[config.mk]
export PLATFORM = sky130hd
export DESIGN_NAME = ip_packet_trace_length_core
export DESIGN_NICKNAME = d
export VERILOG_FILES = /design/src/sv/ipt_pkg.sv /design/src/sv/ipt_front.sv /design/src/sv/ipt_queue.sv /design/src/sv/ipt_back.sv /design/src/sv/ip_packet_trace_length_core.sv
export SDC_FILE = /design/constraint.sdc
export NUM_CORES = 1
export LEC_CHECK = 0
export BUFFER_PORTS_ARGS = -buffer_cell sky130_fd_sc_hd__buf_2
export CAP_MARGIN = 5
export CORE_ASPECT_RATIO = 1.1
export CORE_MARGIN = 2
export CORE_UTILIZATION = 57
export DETAILED_ROUTE_END_ITERATION = 10
export PLACE_DENSITY = 0.77
export SYNTH_ARGS = -nofsm -noshare
export SYNTH_HDL_FRONTEND = slang
export SYNTH_SLANG_ARGS = --single-unit
[constraint.sdc]
create_clock -name i_clk -period 6.08 [get_ports i_clk]
set_input_delay 0.912 -clock i_clk [delete_from_list [all_inputs] [get_ports i_clk]]
set_output_delay 0.912 -clock i_clk [all_outputs]
set_load 0.02 [all_outputs]
[src/sv/ipt_pkg.sv]
// Package for the IP packet trace-length block: record type, codes and shared helpers.
package ipt_pkg;

    // IP version codes (high nibble of the first byte).
    localparam logic [3:0] VER_IPV4 = 4'd4;
    localparam logic [3:0] VER_IPV6 = 4'd6;

    // Protocol numbers that get special handling.
    localparam logic [7:0] PROTO_ICMP   = 8'd1;
    localparam logic [7:0] PROTO_TCP    = 8'd6;
    localparam logic [7:0] PROTO_UDP    = 8'd17;
    localparam logic [7:0] PROTO_ICMPV6 = 8'd58;

    // Fixed header sizes and length limits in bytes.
    localparam logic [5:0]  IPV6_HDR_LEN    = 6'd40;
    localparam logic [15:0] MIN_BUF_LEN     = 16'd20;
    localparam logic [16:0] TCP_MIN_HDR_LEN = 17'd20;
    localparam logic [16:0] UDP_HDR_LEN     = 17'd8;
    localparam logic [15:0] MAX_BYTE_COUNT  = 16'hFFFF;

    // Configuration port.
    localparam int unsigned CFG_IDX_W = 1;
    localparam logic [CFG_IDX_W-1:0] CFG_FTP_CONTROL_PORT = 1'b0;
    localparam logic [CFG_IDX_W-1:0] CFG_DNS_PORT         = 1'b1;
    localparam logic [15:0] FTP_PORT_RESET = 16'd21;
    localparam logic [15:0] DNS_PORT_RESET = 16'd53;

    // Entries in the queue between the capture and evaluation parts.
    localparam int unsigned QUEUE_DEPTH = 2;

    // Everything the evaluation part needs to know about one finished packet.
    typedef struct packed {
        logic [15:0] byte_count;
        logic        count_overflow;
        logic [7:0]  version_byte;
        logic [15:0] length_field;
        logic [7:0]  protocol_number;
        logic [3:0]  transport_offset_nibble;
        logic [15:0] source_port;
        logic [15:0] destination_port;
        logic [15:0] udp_length_field;
    } t_pkt_rec;

    // IP header length in bytes; zero for an unknown version.
    function automatic logic [5:0] header_len(input logic [7:0] version_byte);
        logic [5:0] hl;
        hl = 6'd0;
        if (version_byte[7:4] == VER_IPV4) begin
            hl = {version_byte[3:0], 2'b00};
        end else if (version_byte[7:4] == VER_IPV6) begin
            hl = IPV6_HDR_LEN;
        end
        return hl;
    endfunction

endpackage

[src/sv/ipt_front.sv]
// Capture part: counts packet bytes, picks out header fields, emits one record per packet.
module ipt_front (
    input  logic              i_clk,
    input  logic              i_rst_n,
    input  logic              i_valid,
    output logic              o_ready,
    input  logic [7:0]        i_packet_byte,
    input  logic              i_last_byte,
    input  logic              i_full,
    output logic              o_push,
    output ipt_pkg::t_pkt_rec o_rec
);

    ipt_pkg::t_pkt_rec r_pkt;
    ipt_pkg::t_pkt_rec n_pkt;

    logic        accept;
    logic [15:0] idx;
    logic [7:0]  vb;
    logic [15:0] hl16;

    assign o_ready = !i_full;
    assign accept  = i_valid && !i_full;

    always_comb begin
        n_pkt = r_pkt;
        idx   = r_pkt.byte_count;
        // The first byte defines the version for its own capture as well.
        vb    = (idx == 16'd0) ? i_packet_byte : r_pkt.version_byte;
        hl16  = {10'd0, ipt_pkg::header_len(vb)};
        n_pkt.version_byte = vb;

        if (vb[7:4] == ipt_pkg::VER_IPV4) begin
            if (idx == 16'd2) n_pkt.length_field[15:8] = i_packet_byte;
            if (idx == 16'd3) n_pkt.length_field[7:0]  = i_packet_byte;
            if (idx == 16'd9) n_pkt.protocol_number    = i_packet_byte;
        end else if (vb[7:4] == ipt_pkg::VER_IPV6) begin
            if (idx == 16'd4) n_pkt.length_field[15:8] = i_packet_byte;
            if (idx == 16'd5) n_pkt.length_field[7:0]  = i_packet_byte;
            if (idx == 16'd6) n_pkt.protocol_number    = i_packet_byte;
        end

        // Transport fields sit at fixed offsets past the IP header.
        if (idx == hl16)          n_pkt.source_port[15:8]      = i_packet_byte;
        if (idx == hl16 + 16'd1)  n_pkt.source_port[7:0]       = i_packet_byte;
        if (idx == hl16 + 16'd2)  n_pkt.destination_port[15:8] = i_packet_byte;
        if (idx == hl16 + 16'd3)  n_pkt.destination_port[7:0]  = i_packet_byte;
        if (idx == hl16 + 16'd4)  n_pkt.udp_length_field[15:8] = i_packet_byte;
        if (idx == hl16 + 16'd5)  n_pkt.udp_length_field[7:0]  = i_packet_byte;
        if (idx == hl16 + 16'd12) n_pkt.transport_offset_nibble = i_packet_byte[7:4];

        // The count saturates and remembers that it did.
        if (idx == ipt_pkg::MAX_BYTE_COUNT) begin
            n_pkt.count_overflow = 1'b1;
        end else begin
            n_pkt.byte_count = idx + 16'd1;
        end
    end

    assign o_push = accept && i_last_byte;
    assign o_rec  = n_pkt;

    always_ff @(posedge i_clk) begin
        if (!i_rst_n) begin
            r_pkt <= '0;
        end else if (accept) begin
            if (i_last_byte) begin
                r_pkt <= '0;
            end else begin
                r_pkt <= n_pkt;
            end
        end
    end

endmodule

[src/sv/ipt_queue.sv]
// Small FIFO of packet records between the capture and evaluation parts.
module ipt_queue (
    input  logic              i_clk,
    input  logic              i_rst_n,
    input  logic              i_push,
    input  ipt_pkg::t_pkt_rec i_rec,
    output logic              o_full,
    output logic              o_valid,
    input  logic              i_pop,
    output ipt_pkg::t_pkt_rec o_rec
);

    localparam int unsigned PTR_W = (ipt_pkg::QUEUE_DEPTH > 1) ?
                                    $clog2(ipt_pkg::QUEUE_DEPTH) : 1;
    localparam int unsigned CNT_W = $clog2(ipt_pkg::QUEUE_DEPTH + 1);
    localparam logic [PTR_W-1:0] PTR_LAST = PTR_W'(ipt_pkg::QUEUE_DEPTH - 1);
    localparam logic [CNT_W-1:0] CNT_FULL = CNT_W'(ipt_pkg::QUEUE_DEPTH);

    ipt_pkg::t_pkt_rec r_mem [ipt_pkg::QUEUE_DEPTH];
    logic [PTR_W-1:0]  r_wr_ptr;
    logic [PTR_W-1:0]  r_rd_ptr;
    logic [CNT_W-1:0]  r_count;

    logic do_push;
    logic do_pop;

    assign o_full  = (r_count == CNT_FULL);
    assign o_valid = (r_count != '0);
    assign o_rec   = r_mem[r_rd_ptr];
    assign do_push = i_push && !o_full;
    assign do_pop  = i_pop && o_valid;

    always_ff @(posedge i_clk) begin
        if (do_push) begin
            r_mem[r_wr_ptr] <= i_rec;
        end
    end

    always_ff @(posedge i_clk) begin
        if (!i_rst_n) begin
            r_wr_ptr <= '0;
            r_rd_ptr <= '0;
            r_count  <= '0;
        end else begin
            if (do_push) begin
                r_wr_ptr <= (r_wr_ptr == PTR_LAST) ? '0 : r_wr_ptr + 1'b1;
            end
            if (do_pop) begin
                r_rd_ptr <= (r_rd_ptr == PTR_LAST) ? '0 : r_rd_ptr + 1'b1;
            end
            if (do_push && !do_pop) begin
                r_count <= r_count + 1'b1;
            end else if (do_pop && !do_push) begin
                r_count <= r_count - 1'b1;
            end
        end
    end

endmodule

[src/sv/ipt_back.sv]
// Evaluation part: checks a packet record, picks the trace length, holds the result register.
module ipt_back (
    input  logic                          i_clk,
    input  logic                          i_rst_n,
    input  logic                          i_cfg_we,
    input  logic [ipt_pkg::CFG_IDX_W-1:0] i_cfg_index,
    input  logic [15:0]                   i_cfg_data,
    input  logic                          i_q_valid,
    input  ipt_pkg::t_pkt_rec             i_rec,
    output logic                          o_pop,
    output logic                          o_valid,
    input  logic                          i_ready,
    output logic [15:0]                   o_trace_length,
    output logic                          o_malformed
);

    logic [15:0] r_ftp_port;
    logic [15:0] r_dns_port;
    logic        r_valid;
    logic [15:0] r_trace_length;
    logic        r_malformed;

    logic [15:0] len;
    logic [3:0]  ver;
    logic [16:0] hl;
    logic [16:0] hl_tcp;
    logic [16:0] hl_udp;
    logic [15:0] total;
    logic        mal;
    logic [15:0] tlen;

    assign o_pop = i_q_valid && (!r_valid || i_ready);

    always_comb begin
        len    = i_rec.byte_count;
        ver    = i_rec.version_byte[7:4];
        hl     = {11'd0, ipt_pkg::header_len(i_rec.version_byte)};
        hl_tcp = hl + {11'd0, i_rec.transport_offset_nibble, 2'b00};
        hl_udp = hl + ipt_pkg::UDP_HDR_LEN;
        total  = (ver == ipt_pkg::VER_IPV6) ?
                 i_rec.length_field + {10'd0, ipt_pkg::IPV6_HDR_LEN} : i_rec.length_field;
        mal    = 1'b0;
        tlen   = hl[15:0];

        if (i_rec.count_overflow || len <= ipt_pkg::MIN_BUF_LEN) begin
            mal = 1'b1;
        end else if (ver != ipt_pkg::VER_IPV4 && ver != ipt_pkg::VER_IPV6) begin
            mal = 1'b1;
        end else if (len < total || {1'b0, total} < hl) begin
            mal = 1'b1;
        end else begin
            case (i_rec.protocol_number)
                ipt_pkg::PROTO_TCP: begin
                    if ({1'b0, len} < hl + ipt_pkg::TCP_MIN_HDR_LEN ||
                        {1'b0, len} < hl_tcp) begin
                        mal = 1'b1;
                    end else if ({1'b0, total} == hl_tcp ||
                                 i_rec.source_port == r_ftp_port ||
                                 i_rec.destination_port == r_ftp_port) begin
                        tlen = total;
                    end else begin
                        tlen = hl_tcp[15:0];
                    end
                end
                ipt_pkg::PROTO_UDP: begin
                    if ({1'b0, len} < hl_udp ||
                        {1'b0, i_rec.udp_length_field} < ipt_pkg::UDP_HDR_LEN) begin
                        mal = 1'b1;
                    end else if (i_rec.source_port == r_dns_port ||
                                 i_rec.destination_port == r_dns_port) begin
                        tlen = total;
                    end else begin
                        tlen = hl_udp[15:0];
                    end
                end
                ipt_pkg::PROTO_ICMP, ipt_pkg::PROTO_ICMPV6: begin
                    if ({1'b0, len} < hl_udp) begin
                        mal = 1'b1;
                    end else begin
                        tlen = hl_udp[15:0];
                    end
                end
                default: begin
                    tlen = hl[15:0];
                end
            endcase
        end
        if (mal) begin
            tlen = 16'd0;
        end
    end

    always_ff @(posedge i_clk) begin
        if (!i_rst_n) begin
            r_ftp_port <= ipt_pkg::FTP_PORT_RESET;
            r_dns_port <= ipt_pkg::DNS_PORT_RESET;
        end else if (i_cfg_we) begin
            case (i_cfg_index)
                ipt_pkg::CFG_FTP_CONTROL_PORT: r_ftp_port <= i_cfg_data;
                ipt_pkg::CFG_DNS_PORT:         r_dns_port <= i_cfg_data;
                default: begin
                end
            endcase
        end
    end

    always_ff @(posedge i_clk) begin
        if (!i_rst_n) begin
            r_valid <= 1'b0;
        end else if (o_pop) begin
            r_valid <= 1'b1;
        end else if (i_ready) begin
            r_valid <= 1'b0;
        end
    end

    always_ff @(posedge i_clk) begin
        if (o_pop) begin
            r_trace_length <= tlen;
            r_malformed    <= mal;
        end
    end

    assign o_valid        = r_valid;
    assign o_trace_length = r_trace_length;
    assign o_malformed    = r_malformed;

endmodule

[src/sv/ip_packet_trace_length_core.sv]
// Top level of the IP packet trace-length block.
//
// Usage: the bytes of one IPv4 or IPv6 packet enter on the input channel
// (i_valid / o_ready), one byte per transfer, with i_last_byte set on the
// final byte of the buffer. For each packet one result leaves on the output
// channel (o_valid / i_ready): the number of leading bytes to trace and a
// malformed flag, with a trace length of zero when a check failed.
// Configuration (FTP control port, DNS port) is written through i_cfg_we,
// i_cfg_index and i_cfg_data while no packet is in flight.
//
// Throughput is one byte per cycle while o_ready is high: the capture part
// updates its field registers in the cycle a byte is transferred. After the
// transfer of the last byte, the packet record is first placed in the
// two-entry queue, and the evaluation part then checks it and loads the
// output register. When the receiver stalls, the output register holds
// its result and the queue takes up to two more finished packets; o_ready
// falls only once the queue is full.
// The synchronous, active-low reset empties the queue and the output
// register, clears the capture state and restores the port registers to 21
// and 53.
module ip_packet_trace_length_core (
    input  logic                          i_clk,
    input  logic                          i_rst_n,
    input  logic                          i_valid,
    output logic                          o_ready,
    input  logic [7:0]                    i_packet_byte,
    input  logic                          i_last_byte,
    output logic                          o_valid,
    input  logic                          i_ready,
    output logic [15:0]                   o_trace_length,
    output logic                          o_malformed,
    input  logic                          i_cfg_we,
    input  logic [ipt_pkg::CFG_IDX_W-1:0] i_cfg_index,
    input  logic [15:0]                   i_cfg_data
);

    // Records of finished packets travel from the capture part to the queue,
    // and from the queue to the evaluation part.
    ipt_pkg::t_pkt_rec push_rec;
    ipt_pkg::t_pkt_rec pop_rec;
    logic              push;
    logic              pop;
    logic              q_full;
    logic              q_valid;

    ipt_front u_front (
        .i_clk         (i_clk),
        .i_rst_n       (i_rst_n),
        .i_valid       (i_valid),
        .o_ready       (o_ready),
        .i_packet_byte (i_packet_byte),
        .i_last_byte   (i_last_byte),
        .i_full        (q_full),
        .o_push        (push),
        .o_rec         (push_rec)
    );

    ipt_queue u_queue (
        .i_clk   (i_clk),
        .i_rst_n (i_rst_n),
        .i_push  (push),
        .i_rec   (push_rec),
        .o_full  (q_full),
        .o_valid (q_valid),
        .i_pop   (pop),
        .o_rec   (pop_rec)
    );

    ipt_back u_back (
        .i_clk          (i_clk),
        .i_rst_n        (i_rst_n),
        .i_cfg_we       (i_cfg_we),
        .i_cfg_index    (i_cfg_index),
        .i_cfg_data     (i_cfg_data),
        .i_q_valid      (q_valid),
        .i_rec          (pop_rec),
        .o_pop          (pop),
        .o_valid        (o_valid),
        .i_ready        (i_ready),
        .o_trace_length (o_trace_length),
        .o_malformed    (o_malformed)
    );

endmodule

==> run_results.csv <==
group,metric,value,unit
synthesis,synthTopCellsByArea,"edfxtp_1 (37%), dfxtp_1 (16%), mux2_2 (6.1%)",
power,power.internal,4.50,mW
critical_path,critPathLaunchType,"flip-flop",
run_status,status,"complete, no violations",
placement,io_buffers,49,
placement,dp_slack,0.958,ns
critical_path,r2r_slack,0.89,ns
timing,tightest_slew,1.23,ns
clock_network,cts_sinks,349,
timing,drv_slew,0,
critical_path,cpPeakStageDelay,0.49,ns
timing,period_minus_slack,5.19,ns
timing,fmax,0.193,GHz
clock_network,ctsResizeCount,0,
timing,holdWs,0.454,ns
synthesis,synth_warnings,0,
detailed_routing,vias_per_cell,6.11,
timing,timing.setup.tns,0,ns
floorplan,die-area,32000,um^2
floorplan,die_x,171,um
synthesis,synth_edf_count,213,
detailed_routing,drt-total-wl,42.6,mm
critical_path,end_kind,"flip-flop",
clock_network,cts_setup_buffers,0,
layout,diodes,0,
synthesis,syn_area_per_cell,11.3,um^2
placement,place_hpwl,29.7,mm
critical_path,worstPathCellList,"buf_4 > mux2i_1 > o211ai_1 > inv_1 > ha_1 > fa_1 > a21o_1 > a21oi_1 > ha_1 > nand2_1 > a221oi_1 > a211oi_1 > o21ai_1 > or4_1 > o211ai_1 > a211o_1 > nor2_1 > nand2b_1 > a21oi_1",
layout,drive_gt1_share,15.1,%
placement,dpl.cell_count,1944,
floorplan,core,30300,um^2
critical_path,rr_worst_depth,19,
clock_network,cts_buffers,36,
timing,setup_ws,0.888,ns
layout,final_common_cell,"edfxtp_1",
synthesis,syn-cell-area,17400,um^2
synthesis,ys_ff_latch,349,
power,irDropWorstVdd,0.262,mV
layout,fillCellCount,2359,
power,pwr-share-comb,25.4,%
synthesis,async_reset_ff_share,0,%
min_path,hold_class,"reg -> reg",
floorplan,start_util,57.5,%
synthesis,ys_types,83,
layout,fin_util,63.1,%
clock_network,ctsLongestPathBuffers,3,
clock_network,cts-root-buf,"clkbuf_16",
global_routing,grt_use_total,26.7,%
synthesis,synth-main-ff-cell,"edfxtp_1",
clock_network,cts_hold_buffers,0,
critical_path,crit_buf_inv,2,
detailed_routing,vias,12300,
power,p_switching,2.00,mW
power,switching_share,30.7,%
clock_network,htreeDepth,2,
power,p_per_area,340,nW/um^2
clock_network,clock_latency,0.53,ns
global_routing,grt_pass1_vias,12100,
global_routing,grt_first_pass_wirelength,66.5,mm
clock_network,cts_tree,"built",
min_path,hold_path_startpoint,"u_front.r_pkt[34]",
detailed_routing,drcViolationCount,0,
critical_path,slowest_stage,"or4_1",
detailed_routing,postRouteAntennaNets,0,
global_routing,grt-ovfl-total,0,
power,pwr-share-clk,32.0,%
timing,post-route-period-util,85.4,%
detailed_routing,routedWlPerCell,21.2,um
critical_path,crit_family,"compound AO/OA/AOI/OAI gates",
timing,maxSlewHeadroom,18.0,%
timing,skew,0.0230,ns
placement,gp_congestion,0.970,
power,power.leakage,6.68,nW
synthesis,syn-num-nets,1621,
placement,dpl_cell_area,18000,um^2
clock_network,path_clk_slew,0.06,ns
layout,finalNonFillerCells,2009,
layout,nets,1645,
critical_path,worstPathRequired,6.32,ns
synthesis,synth_top_area_share,36.7,%
synthesis,synthCells,1544,
power,power.total,6.50,mW
layout,area_delta_synth_final,9.71,%
layout,ff_latch_area,9120,um^2
floorplan,die_h,187,um
timing,grt_setup_unrepaired,"false",
power,seqPwrFrac,42.6,%
critical_path,critPathKind,"reg -> reg",
timing,setup_viol,0,
detailed_routing,drt_pre_antenna_iters,5,
min_path,min_path_cells,2,
floorplan,ioPinCount,50,
global_routing,grt_max_degree,92,
detailed_routing,drt-initial-drc-count,1041,
global_routing,antenna_found_initial,0,
critical_path,crit_arrival,5.43,ns
layout,layout_common_cells,"edfxtp_1 (213), nand2_1 (145), dfxtp_1 (135), mux2_2 (94), xnor2_1 (93)",
synthesis,synth-seq-area-share,52.4,%
synthesis,yosys.area.top_type,"edfxtp_1",
critical_path,cp_max_fo,46,
floorplan,core.rowCount,67,
min_path,min_to,"u_front.r_pkt[34]",
layout,multi_input_area,7830,um^2
layout,final_area,19100,um^2
timing,hold_viol,0,
critical_path,reg2reg_to,"u_back.o_trace_length[0]",
flow_run,maxCapViolations,0,
==> worst max path at each step <==
stage	start	end	slack [ns]	depth (start not counted)
floorplan	flip-flop	u_back.o_trace_length[14]	0.82	24
global placement	flip-flop	u_back.o_trace_length[0]	1.15	19
detailed placement	flip-flop	u_back.o_trace_length[0]	0.96	19
CTS	flip-flop	u_back.o_trace_length[0]	0.93	19
global route	flip-flop	u_back.o_trace_length[0]	0.59	19
finish	flip-flop	u_back.o_trace_length[0]	0.89	19
==> synth_stat cells (all sizes together), types with 6 or more instances <==
cell type,count
mux2i,53
mux2,110
nor2b,61
dfxtp,136
a211oi,10
o22ai,35
and4,13
nand4,17
o211ai,6
and2,14
nand3,48
and3,9
xor2,18
ha,45
or3,6
nor4b,6
or4,8
nand2,152
a21oi,51
edfxtp,213
o21ai,36
a22oi,46
a31oi,8
clkbuf,57
a21o,6
nor3b,10
buf,23
o21a,11
nand2b,8
a21boi,42
inv,37
nor4,31
nor2,59
nor3,19
xnor2,94
==> worst register-to-register path, stage by stage (launching register included) <==
cell      delay [ns]
dfxtp_4         0.38
buf_4           0.48
mux2i_1         0.20
o211ai_1        0.31
inv_1           0.20
ha_1            0.27
fa_1            0.40
a21o_1          0.17
a21oi_1         0.27
ha_1            0.30
nand2_1         0.08
a221oi_1        0.05
a211oi_1        0.26
o21ai_1         0.12
or4_1           0.49
o211ai_1        0.13
a211o_1         0.24
nor2_1          0.11
nand2b_1        0.36
a21oi_1         0.10
==> final cells by class <==
cell class / instances / share of cell area [%]
clock buffers: 54 / 5.28
clock inverters: 11 / 0.517
inverters: 38 / 0.747
multi-input cells: 1077 / 41.0
flip-flops and latches: 349 / 47.7
well taps: 414 / 2.71
repair buffers: 66 / 2.03
==> flip-flops by register name, indices dropped and copies added, names as in the netlist, named ones only <==
name	cells
u_front.idx	16
u_queue.r_count	2
u_back.r_dns_port	16
u_queue.r_wr_ptr	1
u_queue.r_rd_ptr	1
u_front.r_pkt	82
u_back.o_malformed	1
u_back.o_valid	1
u_back.o_trace_length	16
u_back.r_ftp_port	16
u_queue.r_mem	196
==> power groups by stage <==
stage	clock [mW]	combinational [mW]	sequential, mW
after CTS	2.11	1.65	2.77
after global placement	0	1.62	2.81
after global routing	2.20	1.79	2.78
after floorplan	0	1.16	2.85
final	2.08	1.65	2.77
after detailed placement	0	1.64	2.82
==> kinds of logic after synthesis <==
group,count (synthesis),synth area share [%]
xor gates and xnor gates,112,5.74
and+or+nand+nor,472,14.4
DFF,349,52.4
AOI/OAI and AO/OA,284,11.2
buffers and inverters,118,2.80
muxes,163,10.2
adders and majority gates,46,3.35
==> layer usage <==
metal / track usage (%) / vias up / wire [um] / part of all wire, %
met2: 45.3 / 454 / 20900 / 49
met5: 0 / - / 0 / 0
met1: 33.4 / 5939 / 17100 / 40
li1: - / 5768 / - / -
met4: 12.3 / 0 / 1930 / 4.5
met3: 4.19 / 109 / 2600 / 6.1
No activity file was read; power rests on OpenSTA's default activity.
